## config.mk

```make
export PLATFORM = sky130hd
export DESIGN_NAME = resonant_lowpass_with_ramps_top_flat
export DESIGN_NICKNAME = d
export VERILOG_FILES = /design/src/sv/rlr_pkg.sv /design/src/sv/rlr_ifs.sv /design/src/sv/rlr_mulq30.sv /design/src/sv/resonant_lowpass_with_ramps_top.sv /design/src/flat_wrapper.sv
export SDC_FILE = /design/constraint.sdc
export NUM_CORES = 2
export LEC_CHECK = 0
export BUFFER_PORTS_ARGS = -buffer_cell sky130_fd_sc_hd__buf_2
export CAP_MARGIN = 20
export CORE_AREA = 2 2 499 501
export CTS_BUF_LIST = sky130_fd_sc_hd__clkbuf_2
export CTS_CLUSTER_DIAMETER = 60
export DETAILED_ROUTE_END_ITERATION = 10
export DIE_AREA = 0 0 501 503
export PLACE_DENSITY = 0.52
export RECOVER_POWER = 50
export SLEW_MARGIN = 20
export SYNTH_ARGS = -nofsm -noshare
export SYNTH_HDL_FRONTEND = slang
export SYNTH_SLANG_ARGS = --single-unit
```

## constraint.sdc

```tcl
create_clock -name clk -period 12.2 [get_ports clk]
set_input_delay 2.44 -clock clk [delete_from_list [all_inputs] [get_ports clk]]
set_output_delay 2.44 -clock clk [all_outputs]
set_load 0.05 [all_outputs]
```

## src/sv/rlr_pkg.sv

```systemverilog
// shared types and constants for the resonant lowpass with coefficient ramps
`timescale 1ns / 1ps
`default_nettype none

package rlr_pkg;

	localparam int COEF_BITS     = 32;
	localparam int DAMP_BITS     = 31;
	localparam int RAMP_LEN_BITS = 16;
	localparam int CFG_IDX_BITS  = 3;
	localparam int CFG_DATA_BITS = 32;
	localparam int Q_FRAC        = 30;
	localparam int RAMP_SUM_BITS = 34;

	localparam logic [CFG_IDX_BITS-1:0] REG_CUTOFF_START     = 3'd0;
	localparam logic [CFG_IDX_BITS-1:0] REG_DAMPING_START    = 3'd1;
	localparam logic [CFG_IDX_BITS-1:0] REG_CUTOFF_STEP      = 3'd2;
	localparam logic [CFG_IDX_BITS-1:0] REG_DAMPING_STEP     = 3'd3;
	localparam logic [CFG_IDX_BITS-1:0] REG_CUTOFF_RAMP_LEN  = 3'd4;
	localparam logic [CFG_IDX_BITS-1:0] REG_DAMPING_RAMP_LEN = 3'd5;

	localparam logic signed [RAMP_SUM_BITS-1:0] CUTOFF_MAX  = 34'sh0_8000_0000;
	localparam logic signed [RAMP_SUM_BITS-1:0] DAMPING_MAX = 34'sh0_4000_0000;

	typedef enum logic [3:0] {
		ST_IDLE,
		ST_DIFF,
		ST_ABS,
		ST_MLO,
		ST_MHI,
		ST_RND,
		ST_VEL,
		ST_POS,
		ST_DAMP,
		ST_OUT
	} rlr_state_t;

	typedef struct packed {
		logic load;
		logic lo;
		logic hi;
		logic rnd;
	} mul_ctl_t;

endpackage

`default_nettype wire

```

## src/sv/rlr_ifs.sv

```systemverilog
// handshake channels: sample input, result output and register writes
`timescale 1ns / 1ps
`default_nettype none

interface rlr_in_if #(
	parameter int SAMPLE_BITS = 24
);
	logic                          valid;
	logic                          ready;
	logic signed [SAMPLE_BITS-1:0] in_sample;
	logic signed [SAMPLE_BITS-1:0] mix_in;
	logic                          block_last;

	modport source (output valid, in_sample, mix_in, block_last, input ready);
	modport sink (input valid, in_sample, mix_in, block_last, output ready);
endinterface

interface rlr_out_if #(
	parameter int SAMPLE_BITS = 24
);
	logic                          valid;
	logic                          ready;
	logic signed [SAMPLE_BITS-1:0] out_sample;
	logic                          clipped;

	modport source (output valid, out_sample, clipped, input ready);
	modport sink (input valid, out_sample, clipped, output ready);
endinterface

interface rlr_cfg_if import rlr_pkg::*; ();
	logic                     valid;
	logic                     ready;
	logic [CFG_IDX_BITS-1:0]  index;
	logic [CFG_DATA_BITS-1:0] data;

	modport source (output valid, index, data, input ready);
	modport sink (input valid, index, data, output ready);
endinterface

`default_nettype wire

```

## src/sv/rlr_mulq30.sv

```systemverilog
// iterative signed by Q30 multiplier on one 32x32 unit, rounded and saturated
`timescale 1ns / 1ps
`default_nettype none

module rlr_mulq30 import rlr_pkg::*; #(
	parameter int STATE_BITS = 40
) (
	input  logic                          clk,
	input  mul_ctl_t                      ctl,
	input  logic signed [STATE_BITS-1:0]  x,
	input  logic [COEF_BITS-1:0]          coef,
	output logic                          neg,
	output logic [STATE_BITS-1:0]         mag
);

	localparam int ACC_W = STATE_BITS + COEF_BITS;
	localparam int RND_W = ACC_W - Q_FRAC + 1;
	localparam logic [RND_W-1:0] LIM = RND_W'(1) << (STATE_BITS - 1);

	logic                      neg_q;
	logic [STATE_BITS-1:0]     m_q;
	logic [ACC_W-1:0]          acc_q;
	logic [STATE_BITS-1:0]     mag_q;
	logic [2*COEF_BITS-1:0]    m_wide;
	logic [COEF_BITS-1:0]      mul_a;
	logic [2*COEF_BITS-1:0]    prod;
	logic [RND_W-1:0]          rnd;
	logic [RND_W-1:0]          cap;

	assign m_wide = (2*COEF_BITS)'(m_q);
	assign mul_a  = ctl.hi ? m_wide[2*COEF_BITS-1:COEF_BITS] : m_wide[COEF_BITS-1:0];
	assign prod   = mul_a * coef;

	// round half away from zero on the magnitude, then cap per sign
	assign rnd = RND_W'(acc_q[ACC_W-1:Q_FRAC]) + RND_W'(acc_q[Q_FRAC-1]);
	assign cap = neg_q ? LIM : LIM - RND_W'(1);

	always_ff @(posedge clk) begin
		if (ctl.load) begin
			neg_q <= x[STATE_BITS-1];
			m_q   <= x[STATE_BITS-1] ? STATE_BITS'(-x) : STATE_BITS'(x);
		end
		if (ctl.lo) begin
			acc_q <= ACC_W'(prod);
		end
		if (ctl.hi) begin
			acc_q <= acc_q + (ACC_W'(prod) << COEF_BITS);
		end
		if (ctl.rnd) begin
			mag_q <= (rnd > cap) ? STATE_BITS'(cap) : STATE_BITS'(rnd);
		end
	end

	assign neg = neg_q;
	assign mag = mag_q;

endmodule

`default_nettype wire

```

## src/sv/resonant_lowpass_with_ramps_top.sv

```systemverilog
// two-pole resonant lowpass with ramped cutoff and damping, top level
// Channels: samples (sink) carries in_sample, mix_in and block_last; results
// (source) carries out_sample and clipped; cfg takes register writes (index,
// data) and is always ready. A write to any listed register reloads the running
// cutoff, damping and both ramp counters; filter state is kept. Writes are
// expected only while no sample is in flight.
// Timing: one sample word in gives one result word out. After acceptance the
// sequencer walks 13 steps (difference, a cutoff multiply pass, velocity and
// position updates, a damping multiply pass and update, output), and a new word
// is taken only once the sequencer is back in idle. The pace is set by the
// single 32x32 multiplier, used twice per product, and the single saturating
// adder that all state sums share.
// Stall: the result sits in an output register; a new sample is still taken
// while it waits, and the sequencer only holds in its last step if the old
// result has not been taken yet.
// Reset: arst_n clears the filter state, coefficients, counters and registers.
`timescale 1ns / 1ps
`default_nettype none

module resonant_lowpass_with_ramps_top import rlr_pkg::*; #(
	parameter int SAMPLE_BITS = 24,
	parameter int STATE_BITS  = 40,
	parameter int RAMP_BITS   = 16
) (
	input  logic       clk,
	input  logic       arst_n,
	rlr_cfg_if.sink    cfg,
	rlr_in_if.sink     samples,
	rlr_out_if.source  results
);

	localparam int STATE_FRAC = STATE_BITS - SAMPLE_BITS - 2;
	localparam int ADD_W      = STATE_BITS + 2;
	localparam int SUM_W      = SAMPLE_BITS + 3;

	rlr_state_t state_q, state_d;
	mul_ctl_t   mul_ctl;
	logic       pass_q;
	logic       in_ready;
	logic       out_free;
	logic       out_load;

	// configuration registers and running coefficients
	logic [COEF_BITS-1:0]        cutoff_start_q, cutoff_start_d;
	logic [DAMP_BITS-1:0]        damping_start_q, damping_start_d;
	logic [COEF_BITS-1:0]        cutoff_step_q, cutoff_step_d;
	logic [COEF_BITS-1:0]        damping_step_q, damping_step_d;
	logic [RAMP_LEN_BITS-1:0]    cutoff_len_q, cutoff_len_d;
	logic [RAMP_LEN_BITS-1:0]    damping_len_q, damping_len_d;
	logic                        cfg_hit;
	logic [COEF_BITS-1:0]        cutoff_now_q;
	logic [DAMP_BITS-1:0]        damping_now_q;
	logic [RAMP_BITS-1:0]        cutoff_left_q;
	logic [RAMP_BITS-1:0]        damping_left_q;
	logic signed [RAMP_SUM_BITS-1:0] cut_sum;
	logic signed [RAMP_SUM_BITS-1:0] damp_sum;
	logic [COEF_BITS-1:0]        cut_next;
	logic [DAMP_BITS-1:0]        damp_next;

	// filter state and datapath
	logic signed [SAMPLE_BITS-1:0] in_sample_q;
	logic signed [SAMPLE_BITS-1:0] mix_in_q;
	logic signed [STATE_BITS-1:0]  vel_q;
	logic signed [STATE_BITS-1:0]  pos_q;
	logic signed [STATE_BITS-1:0]  diff_q;
	logic signed [STATE_BITS:0]    add_a;
	logic signed [STATE_BITS:0]    add_b;
	logic                          add_sub;
	logic signed [ADD_W-1:0]       add_sum;
	logic signed [STATE_BITS-1:0]  add_res;
	logic signed [STATE_BITS:0]    scaled;
	logic signed [STATE_BITS-1:0]  mul_x;
	logic [COEF_BITS-1:0]          mul_coef;
	logic                          mul_neg;
	logic [STATE_BITS-1:0]         mul_mag;

	// output path
	logic signed [SAMPLE_BITS+1:0] pos_whole;
	logic signed [SUM_W-1:0]       out_sum;
	logic                          out_over;
	logic signed [SAMPLE_BITS-1:0] out_sat;
	logic                          out_valid_q;
	logic signed [SAMPLE_BITS-1:0] out_sample_q;
	logic                          clipped_q;

	// ---------------------------------------------------------------
	// sequencer
	// ---------------------------------------------------------------
	assign out_free = !out_valid_q || results.ready;

	always_comb begin
		state_d = state_q;
		unique case (state_q)
			ST_IDLE: begin
				if (samples.valid) state_d = ST_DIFF;
			end
			ST_DIFF: state_d = ST_ABS;
			ST_ABS:  state_d = ST_MLO;
			ST_MLO:  state_d = ST_MHI;
			ST_MHI:  state_d = ST_RND;
			ST_RND:  state_d = pass_q ? ST_DAMP : ST_VEL;
			ST_VEL:  state_d = ST_POS;
			ST_POS:  state_d = ST_ABS;
			ST_DAMP: state_d = ST_OUT;
			ST_OUT: begin
				if (out_free) state_d = ST_IDLE;
			end
			default: state_d = ST_IDLE;
		endcase
	end

	always_comb begin
		in_ready = 1'b0;
		mul_ctl  = '0;
		out_load = 1'b0;
		unique case (state_q)
			ST_IDLE: in_ready = 1'b1;
			ST_ABS:  mul_ctl.load = 1'b1;
			ST_MLO:  mul_ctl.lo = 1'b1;
			ST_MHI:  mul_ctl.hi = 1'b1;
			ST_RND:  mul_ctl.rnd = 1'b1;
			ST_OUT:  out_load = out_free;
			default: ;
		endcase
	end

	always_ff @(posedge clk or negedge arst_n) begin
		if (!arst_n) begin
			state_q <= ST_IDLE;
			pass_q  <= 1'b0;
		end else begin
			state_q <= state_d;
			if (in_ready && samples.valid) pass_q <= 1'b0;
			else if (state_q == ST_POS) pass_q <= 1'b1;
		end
	end

	assign samples.ready = in_ready;

	always_ff @(posedge clk) begin
		if (in_ready && samples.valid) begin
			in_sample_q <= samples.in_sample;
			mix_in_q    <= samples.mix_in;
		end
	end

	// ---------------------------------------------------------------
	// shared saturating adder
	// ---------------------------------------------------------------
	assign scaled = (STATE_BITS+1)'(in_sample_q) <<< STATE_FRAC;

	always_comb begin
		add_a   = '0;
		add_b   = '0;
		add_sub = 1'b0;
		unique case (state_q)
			ST_DIFF: begin
				add_a   = scaled;
				add_b   = (STATE_BITS+1)'(pos_q);
				add_sub = 1'b1;
			end
			ST_VEL: begin
				add_a   = (STATE_BITS+1)'(vel_q);
				add_b   = $signed({1'b0, mul_mag});
				add_sub = mul_neg;
			end
			ST_POS: begin
				add_a = (STATE_BITS+1)'(pos_q);
				add_b = (STATE_BITS+1)'(vel_q);
			end
			ST_DAMP: begin
				add_b   = $signed({1'b0, mul_mag});
				add_sub = mul_neg;
			end
			default: ;
		endcase
	end

	assign add_sum = add_sub ? ADD_W'(add_a) - ADD_W'(add_b) : ADD_W'(add_a) + ADD_W'(add_b);

	// fits when the bits above the state sign all agree with it
	always_comb begin
		if (add_sum[ADD_W-1:STATE_BITS-1] == '0 || add_sum[ADD_W-1:STATE_BITS-1] == '1)
			add_res = add_sum[STATE_BITS-1:0];
		else if (add_sum[ADD_W-1])
			add_res = {1'b1, {(STATE_BITS-1){1'b0}}};
		else
			add_res = {1'b0, {(STATE_BITS-1){1'b1}}};
	end

	// ---------------------------------------------------------------
	// shared multiplier: cutoff pass first, then damping
	// ---------------------------------------------------------------
	assign mul_x    = pass_q ? vel_q : diff_q;
	assign mul_coef = pass_q ? {1'b0, damping_now_q} : cutoff_now_q;

	rlr_mulq30 #(
		.STATE_BITS(STATE_BITS)
	) u_mul (
		.clk  (clk),
		.ctl  (mul_ctl),
		.x    (mul_x),
		.coef (mul_coef),
		.neg  (mul_neg),
		.mag  (mul_mag)
	);

	// ---------------------------------------------------------------
	// output rounding and saturation
	// ---------------------------------------------------------------
	assign pos_whole = pos_q[STATE_BITS-1:STATE_FRAC];
	assign out_sum   = SUM_W'(pos_whole) + SUM_W'(mix_in_q)
		+ $signed({{(SUM_W-1){1'b0}}, pos_q[STATE_FRAC-1]});
	assign out_over  = !(out_sum[SUM_W-1:SAMPLE_BITS-1] == '0
		|| out_sum[SUM_W-1:SAMPLE_BITS-1] == '1);

	always_comb begin
		if (!out_over)
			out_sat = out_sum[SAMPLE_BITS-1:0];
		else if (out_sum[SUM_W-1])
			out_sat = {1'b1, {(SAMPLE_BITS-1){1'b0}}};
		else
			out_sat = {1'b0, {(SAMPLE_BITS-1){1'b1}}};
	end

	// ---------------------------------------------------------------
	// coefficient ramps
	// ---------------------------------------------------------------
	assign cut_sum  = $signed({2'b00, cutoff_now_q}) + RAMP_SUM_BITS'($signed(cutoff_step_q));
	assign damp_sum = $signed({3'b000, damping_now_q})
		+ RAMP_SUM_BITS'($signed(damping_step_q));

	always_comb begin
		if (cut_sum < 0) cut_next = '0;
		else if (cut_sum > CUTOFF_MAX) cut_next = COEF_BITS'(CUTOFF_MAX);
		else cut_next = cut_sum[COEF_BITS-1:0];
		if (damp_sum < 0) damp_next = '0;
		else if (damp_sum > DAMPING_MAX) damp_next = DAMP_BITS'(DAMPING_MAX);
		else damp_next = damp_sum[DAMP_BITS-1:0];
	end

	// ---------------------------------------------------------------
	// register writes
	// ---------------------------------------------------------------
	assign cfg.ready = 1'b1;

	always_comb begin
		cutoff_start_d  = cutoff_start_q;
		damping_start_d = damping_start_q;
		cutoff_step_d   = cutoff_step_q;
		damping_step_d  = damping_step_q;
		cutoff_len_d    = cutoff_len_q;
		damping_len_d   = damping_len_q;
		cfg_hit         = 1'b0;
		if (cfg.valid) begin
			cfg_hit = 1'b1;
			unique case (cfg.index)
				REG_CUTOFF_START:     cutoff_start_d  = cfg.data;
				REG_DAMPING_START:    damping_start_d = DAMP_BITS'(cfg.data);
				REG_CUTOFF_STEP:      cutoff_step_d   = cfg.data;
				REG_DAMPING_STEP:     damping_step_d  = cfg.data;
				REG_CUTOFF_RAMP_LEN:  cutoff_len_d    = RAMP_LEN_BITS'(cfg.data);
				REG_DAMPING_RAMP_LEN: damping_len_d   = RAMP_LEN_BITS'(cfg.data);
				default:              cfg_hit         = 1'b0;
			endcase
		end
	end

	// ---------------------------------------------------------------
	// state registers
	// ---------------------------------------------------------------
	always_ff @(posedge clk or negedge arst_n) begin
		if (!arst_n) begin
			cutoff_start_q  <= '0;
			damping_start_q <= '0;
			cutoff_step_q   <= '0;
			damping_step_q  <= '0;
			cutoff_len_q    <= '0;
			damping_len_q   <= '0;
			cutoff_now_q    <= '0;
			damping_now_q   <= '0;
			cutoff_left_q   <= '0;
			damping_left_q  <= '0;
			vel_q           <= '0;
			pos_q           <= '0;
			out_valid_q     <= 1'b0;
		end else begin
			cutoff_start_q  <= cutoff_start_d;
			damping_start_q <= damping_start_d;
			cutoff_step_q   <= cutoff_step_d;
			damping_step_q  <= damping_step_d;
			cutoff_len_q    <= cutoff_len_d;
			damping_len_q   <= damping_len_d;

			if (state_q == ST_VEL || state_q == ST_DAMP) vel_q <= add_res;
			if (state_q == ST_POS) pos_q <= add_res;

			if (out_load) begin
				out_valid_q <= 1'b1;
				if (cutoff_left_q != '0) begin
					cutoff_now_q  <= cut_next;
					cutoff_left_q <= cutoff_left_q - 1'b1;
				end
				if (damping_left_q != '0) begin
					damping_now_q  <= damp_next;
					damping_left_q <= damping_left_q - 1'b1;
				end
			end else if (results.ready) begin
				out_valid_q <= 1'b0;
			end

			// any listed register reloads the running coefficients
			if (cfg_hit) begin
				cutoff_now_q   <= cutoff_start_d;
				damping_now_q  <= damping_start_d;
				cutoff_left_q  <= RAMP_BITS'(cutoff_len_d);
				damping_left_q <= RAMP_BITS'(damping_len_d);
			end
		end
	end

	always_ff @(posedge clk) begin
		if (state_q == ST_DIFF) diff_q <= add_res;
		if (out_load) begin
			out_sample_q <= out_sat;
			clipped_q    <= out_over;
		end
	end

	assign results.valid      = out_valid_q;
	assign results.out_sample = out_sample_q;
	assign results.clipped    = clipped_q;

endmodule

`default_nettype wire

```

## src/flat_wrapper.sv

```systemverilog
// flat-port wrapper written by rule: the top's interface ports become plain ports
module resonant_lowpass_with_ramps_top_flat import rlr_pkg::*;
#(
	parameter int SAMPLE_BITS = 24,
	parameter int STATE_BITS  = 40,
	parameter int RAMP_BITS   = 16
)
  (clk, arst_n, cfg_valid, cfg_index, cfg_data, cfg_ready, samples_valid, samples_in_sample, samples_mix_in, samples_block_last, samples_ready, results_valid, results_out_sample, results_clipped, results_ready);
  rlr_cfg_if cfg_i ();
  rlr_in_if #(.SAMPLE_BITS(SAMPLE_BITS)) samples_i ();
  rlr_out_if #(.SAMPLE_BITS(SAMPLE_BITS)) results_i ();
  input  logic clk;
  input  logic arst_n;
  input wire logic [$bits(cfg_i.valid)-1:0] cfg_valid;
  input wire logic [$bits(cfg_i.index)-1:0] cfg_index;
  input wire logic [$bits(cfg_i.data)-1:0] cfg_data;
  output wire logic [$bits(cfg_i.ready)-1:0] cfg_ready;
  input wire logic [$bits(samples_i.valid)-1:0] samples_valid;
  input wire logic [$bits(samples_i.in_sample)-1:0] samples_in_sample;
  input wire logic [$bits(samples_i.mix_in)-1:0] samples_mix_in;
  input wire logic [$bits(samples_i.block_last)-1:0] samples_block_last;
  output wire logic [$bits(samples_i.ready)-1:0] samples_ready;
  output wire logic [$bits(results_i.valid)-1:0] results_valid;
  output wire logic [$bits(results_i.out_sample)-1:0] results_out_sample;
  output wire logic [$bits(results_i.clipped)-1:0] results_clipped;
  input wire logic [$bits(results_i.ready)-1:0] results_ready;
  assign cfg_i.valid = cfg_valid;
  assign cfg_i.index = cfg_index;
  assign cfg_i.data = cfg_data;
  assign cfg_ready = cfg_i.ready;
  assign samples_i.valid = samples_valid;
  assign samples_i.in_sample = samples_in_sample;
  assign samples_i.mix_in = samples_mix_in;
  assign samples_i.block_last = samples_block_last;
  assign samples_ready = samples_i.ready;
  assign results_valid = results_i.valid;
  assign results_out_sample = results_i.out_sample;
  assign results_clipped = results_i.clipped;
  assign results_i.ready = results_ready;
  resonant_lowpass_with_ramps_top #(.SAMPLE_BITS(SAMPLE_BITS), .STATE_BITS(STATE_BITS), .RAMP_BITS(RAMP_BITS)) u_core (.clk(clk), .arst_n(arst_n), .cfg(cfg_i), .samples(samples_i), .results(results_i));
endmodule
```

Word-level counts from Yosys, hierarchy flattened
Cells that the tools add are included.

operators by class
  reductions and logical operators = 27
  order comparisons = 5
  equality and inequality tests = 18
  multiplexer cells = 56
  multipliers = 1
  $add $sub $neg = 11

operators by type and width
  kind                   number
  $mux 32                9
  $pmux 41 s3            2
  $mux 31                7
  $mux 40                5
  $mux 16                10
  $mux 72                2
  $add 72x72->72         1
  $lt 34x1->1 const B    2
  $mul 32x32->64         1
  $mux 24                2
  $add 42x1->43          1
  $gt 43x40->1           1
  $add 41x41->42         1
  $mux 42                1
  $sub 41x41->42         1
  $neg 40->40            1
  $mux 39                1
  $pmux 4 s9             1
  $add 33x32->34         1
  $gt 34x32->1 const B   1
  $gt 34x33->1 const B   1
  $add 32x32->33         1
  $reduce_bool 16->1     2
  $sub 16x1->16 const B  2
  23 further kinds       61

word-level totals
  output and inout bits = 28
  word-level logic and storage cells = 143
  input port bits = 89
  register bits = 606

Depth between registers and ports, before layout
  depth in word-level cells = 8
  gate-level depth with buffers = 47

Hierarchy
Synthesis repeated with hierarchy kept, for this count alone.

unflattened totals
  cell total of the unflattened synthesis = 7559
  area total of the unflattened synthesis = 70829.2 um2

by module, submodules not included
  module                           instances  seq. area each (um2)  cells an instance  area each (um2)
  rlr_mulq30                       1          3723.6                4623               42442.0
  resonant_lowpass_with_ramps_top  1          11901.4               2936               28387.2

Worst setup path before layout
Ideal clock, no wire load.

  path type = register to register
  start point = register u_core.pass_q
  end point = register u_core.u_mul.acc_q[63], data pin
  arrival = 11063 ps
  setup time = 263 ps
  path buffers = 8
  cell stages (with the launch flop) = 44
  slack = 873 ps
  path through = dfrtp_1 clkbuf_1 clkbuf_1 clkbuf_1 clkbuf_1 buf_2 buf_2 buf_1 mux2i_1 clkbuf_1 nor2_1 fa_1 fa_1 fa_1 inv_1 fa_1 inv_1 fa_1 [8 not listed] a41oi_1 nor2_1 a21oi_1 o21bai_1 a21oi_1 xnor2_1 ha_1 inv_1 o21ai_0 a21oi_1 nor2b_1 o21ai_0 nand2b_1 or3_1 a21o_1 a21oi_1 xnor2_1 a2111o_1

between the ends
  longest elaborated chain between the ends = 4
  elaborated cells on any way between the ends = 5
  those cells by class = add/sub: 1; mul: 1; mux: 3

ends and longest elaborated chain
  element                                    line                                    text
  start: declaration                         resonant_lowpass_with_ramps_top.sv:38   logic pass_q;
  start signal: assignment                   resonant_lowpass_with_ramps_top.sv:130  pass_q <= 1'b0;
  start signal: assignment                   resonant_lowpass_with_ramps_top.sv:133  if (in_ready && samples.valid) pass_q <= 1'b0;
  start signal: assignment                   resonant_lowpass_with_ramps_top.sv:134  else if (state_q == ST_POS) pass_q <= 1'b1;
  $mux 32 *                                  resonant_lowpass_with_ramps_top.sv:195  assign mul_coef = pass_q ? {1'b0, damping_now_q} : cutoff_now_q;
  $mul 32x32->64 *                           rlr_mulq30.sv:32                        assign prod = mul_a * coef;
  $add 72x72->72 or $mux 72 (tied branches)  rlr_mulq30.sv:47, rlr_mulq30.sv:43
  $mux 72 *                                  rlr_mulq30.sv:46                        if (ctl.hi) begin
  end signal: assignment                     rlr_mulq30.sv:44                        acc_q <= ACC_W'(prod);
  end signal: assignment                     rlr_mulq30.sv:47                        acc_q <= acc_q + (ACC_W'(prod) << COEF_BITS);
  end: declaration                           rlr_mulq30.sv:22                        logic [ACC_W-1:0] acc_q;

Every way passes the cells marked *; elsewhere a longest branch is shown, timed or not. The select of a mux whose other input is x is not followed.
A chain may end at the register's enable or synchronous reset.

Worst setup path in the final report
  start point = register u_core.state_q[3]
  end point = register u_core.u_mul.acc_q[70], data pin

between the ends
  longest elaborated chain between the ends = 6

ends and longest elaborated chain
  element                   line                                    text
  start: declaration        resonant_lowpass_with_ramps_top.sv:36   rlr_state_t state_q, state_d;
  start signal: assignment  resonant_lowpass_with_ramps_top.sv:132  state_q <= state_d;
  $eq 4x3->1 *              resonant_lowpass_with_ramps_top.sv:116  unique case (state_q)
  $mux 1 *                  resonant_lowpass_with_ramps_top.sv:116
  $mux 32                   rlr_mulq30.sv:31                        assign mul_a = ctl.hi ? m_wide[2*COEF_BITS-1:COEF_BITS] : m_wide[COEF_BITS-1:0];
  $mul 32x32->64            rlr_mulq30.sv:32
  $add 72x72->72            rlr_mulq30.sv:47
  $mux 72 *                 rlr_mulq30.sv:46

Every way passes the cells marked *; elsewhere a longest branch is shown, timed or not.

==> results.md <==
- Vias: 55300
- Remaining routing DRC violations: 0
- Die width: 501 µm
- Fin. Hold Viols: 0
- Cells after Synth: 7499
- Seq/Total Area, Yosys: 22.7%
- HP Start: u_core.damping_start_q[10]
- CTS HTree Levels: 4
- Post-Syn Area: 68900 µm²
- Yosys top cell area share: 26.2%
- CP Data Arrival Time: 12840 ps
- Die area: 252000 µm²
- Most used cell, CP: fa_1
- WS Path Type: reg2reg
- Outcome: finished, violations left
- Met1 usage: 24.9%
- Max Cap Violations: 17
- Initial antenna violation count: 9
- Top cells by area, synth: fa_1, dfrtp_1, edfxtp_1
- Count leader, synth: nand2_1
- Hold Crit Class: reg2reg
- Final Max Tran Viols: 769
- # clock sinks: 577
- CORE AREA: 247000 µm²
- DP Area: 73600 µm²
- DRT antenna net count: 0
- TritonCTS Buffers: 158
- CP Launch Type: flip-flop
- Share of cells above drive strength 1: 9.52%
- Period Utilization, post-route: 93.4%
- GRT busiest layer: met2
- Grt met2 use: 30.3%
- Worst Path Max Fanout: 45
- Final #Nets: 9045
- M3 GR Usage: 3.21%
- Max stage delay on crit path: 810 ps
- Syn_nets: 8969
- TritonCTS clock tree: done
- Synth Warn #: 0
- CP Capture Type: flip-flop
- Yosys top cell by area: fa_1
- Skew-Pair Late Insertion Delay: 1600 ps
- Drt total wl: 238000 µm
- Critical path's slowest cell: nand2_1
- Die Span Y: 503 µm
- Top cells by count, synth: nand2_1, inv_1, fa_1
- Final setup fails: 0
- Row cnt: 183
- Fillers: 25900
- Worst Setup SP: u_core.state_q[3]
- Vias per cell: 5.05
- Vias in the first global route: 57300
- Setup ws final: 811 ps
- Asr flop ratio synth: 58.9%
- Final Cell Area: 74900 µm²
- Final Skew: 179 ps
- GRT overflow: 0
- CTS max path bufs: 3
- Failing checks: max-capacitance violations, max-slew violations
- R2r setup slk: 810 ps
- Reg-to-Reg Start: u_core.state_q[3]
- Hold buffer count at cts: 0
- Initial core utilization: 27.9%
- WL/cell: 21.8 µm
- Syn avg cell area: 9.18 µm²
- All-Layer GR Usage: 18.8%
- Reg clk slew, reported paths: 120 ps
- Dominant synthesized flop cell: dfrtp_1
- I/O pin count: 117
- Initial DRC Count: 4371
- Root buffer cell: clkbuf_2
- Setup tns final: 0 ps
- CP required: 13650 ps
- Hold slack final: 489 ps
- Post_cts resized: 0
- Global-route wire length before repair: 360000 µm
- IO buf count: 114
- Post-CTS Setup Bufs: 0
- Synth cell types: 91
- P&R area growth vs syn: 8.79%
- GPL Wtd Cong: 0.953
- Worst-Margin Slew: 5460 ps
- Fin crit period: 11390 ps
- Detailed Place HPWL: 189000 µm
- Slew Limit Headroom: -264%
- Number of flops mapped to enable cells by yosys: 237
- RSZ-0062 raised after global routing: false
- Dpl ws: 1030 ps
- Initial DRT Pass Iterations: 7
- Flops & latches, synth: 577
- Fmax: 87.8 MHz
- Largest net degree at the start of global routing: 100
==> state kept, by name, indices dropped and copies added (netlist names), 4 cells and up <==
register,cells
u_core.pos_q,40
u_core.mix_in_q,24
u_core.cutoff_left_q,16
u_core.cutoff_start_q,32
u_core.u_mul.mag,40
u_core.damping_len_q,16
u_core.cutoff_now_q,32
u_core.state_q,4
u_core.in_sample_q,24
u_core.vel_q,40
u_core.damping_start_q,31
u_core.u_mul.m_q,40
u_core.cutoff_step_q,32
u_core.u_mul.acc_q,43
u_core.cutoff_len_q,16
u_core.damping_step_q,32
u_core.damping_now_q,31
u_core.diff_q,40
u_core.results.out_sample,24
u_core.damping_left_q,16
==> per-stage QoR <==
step | utilization [%] | cells
final | 30.3 | 10900
after global routing | 30.3 | 10900
after CTS | 30.4 | 10900
after detailed placement | 29.8 | 10700
after global placement | 29.8 | 10700
after floorplan | - | 7499
==> logic make-up after synthesis <==
group	Yosys count	synth area share [%]
and+or+nand+nor	2430	15.5
buffers and inverters	1360	7.51
AOI/OAI and AO/OA	1138	10.8
muxes	268	4.25
adders and majority gates	1381	34.9
other	1	0.00545
xor gates and xnor gates	344	4.38
DFF	577	22.7
==> per-layer routing <==
layer / part of all wire (%) / vias up
li1: - / 24900
met1: 43 / 28100
met2: 46 / 1883
met3: 6.6 / 455
met4: 4.6 / 6
met5: 0.017 / -
==> cells in the final DEF, fill, tap and decap left out, drive strengths merged, types with 39 or more instances in the layout <==
| cell | n |
|---|---|
| a21o | 159 |
| a21oi | 345 |
| and2 | 51 |
| and3 | 62 |
| buf | 247 |
| clkbuf | 258 |
| clkinv | 42 |
| dfrtp | 340 |
| edfxtp | 237 |
| fa | 902 |
| ha | 479 |
| inv | 1006 |
| mux2 | 195 |
| mux2i | 73 |
| nand2 | 1024 |
| nand2b | 51 |
| nand3 | 157 |
| nand4 | 66 |
| nor2 | 725 |
| nor3 | 115 |
| o21a | 40 |
| o21ai | 225 |
| o21bai | 39 |
| xnor2 | 207 |
| xor2 | 137 |
==> final timing paths <==
path / to / cells after the start
max in group asynchronous: u_core.damping_start_q[16] / 2
setup reg to reg: u_core.u_mul.acc_q[70] / 33
hold reg to reg: u_core.damping_start_q[10] / 1
hold / removal: u_core.damping_start_q[10] / 1
setup / recovery: u_core.u_mul.acc_q[70] / 33
min in group asynchronous: u_core.damping_step_q[22] / 1
==> critical path, delay by kind of cell (launching register included) <==
family | cells | cell delay [ps]
buf+inv | 3 | 290
mux | 1 | 240
simple gates | 5 | 1840
xor+xnor | 1 | 420
compound gates | 13 | 2900
flops | 1 | 380
fa+ha+maj | 10 | 5130
==> area by class of cell <==
type	instances	area, µm²	area share [%]
antenna	12	30.0	0.0401
clock buffer	230	1150	1.54
clock inverter	52	289	0.386
inverter	1001	3760	5.02
multi-input combinational	5562	48300	64.5
sequential	577	15600	20.9
tap	3237	4050	5.41
timing repair buffer	275	1700	2.27
Power is not shown: default switching activity piles up to over one toggle a cycle in this logic, so the estimate is an artifact.
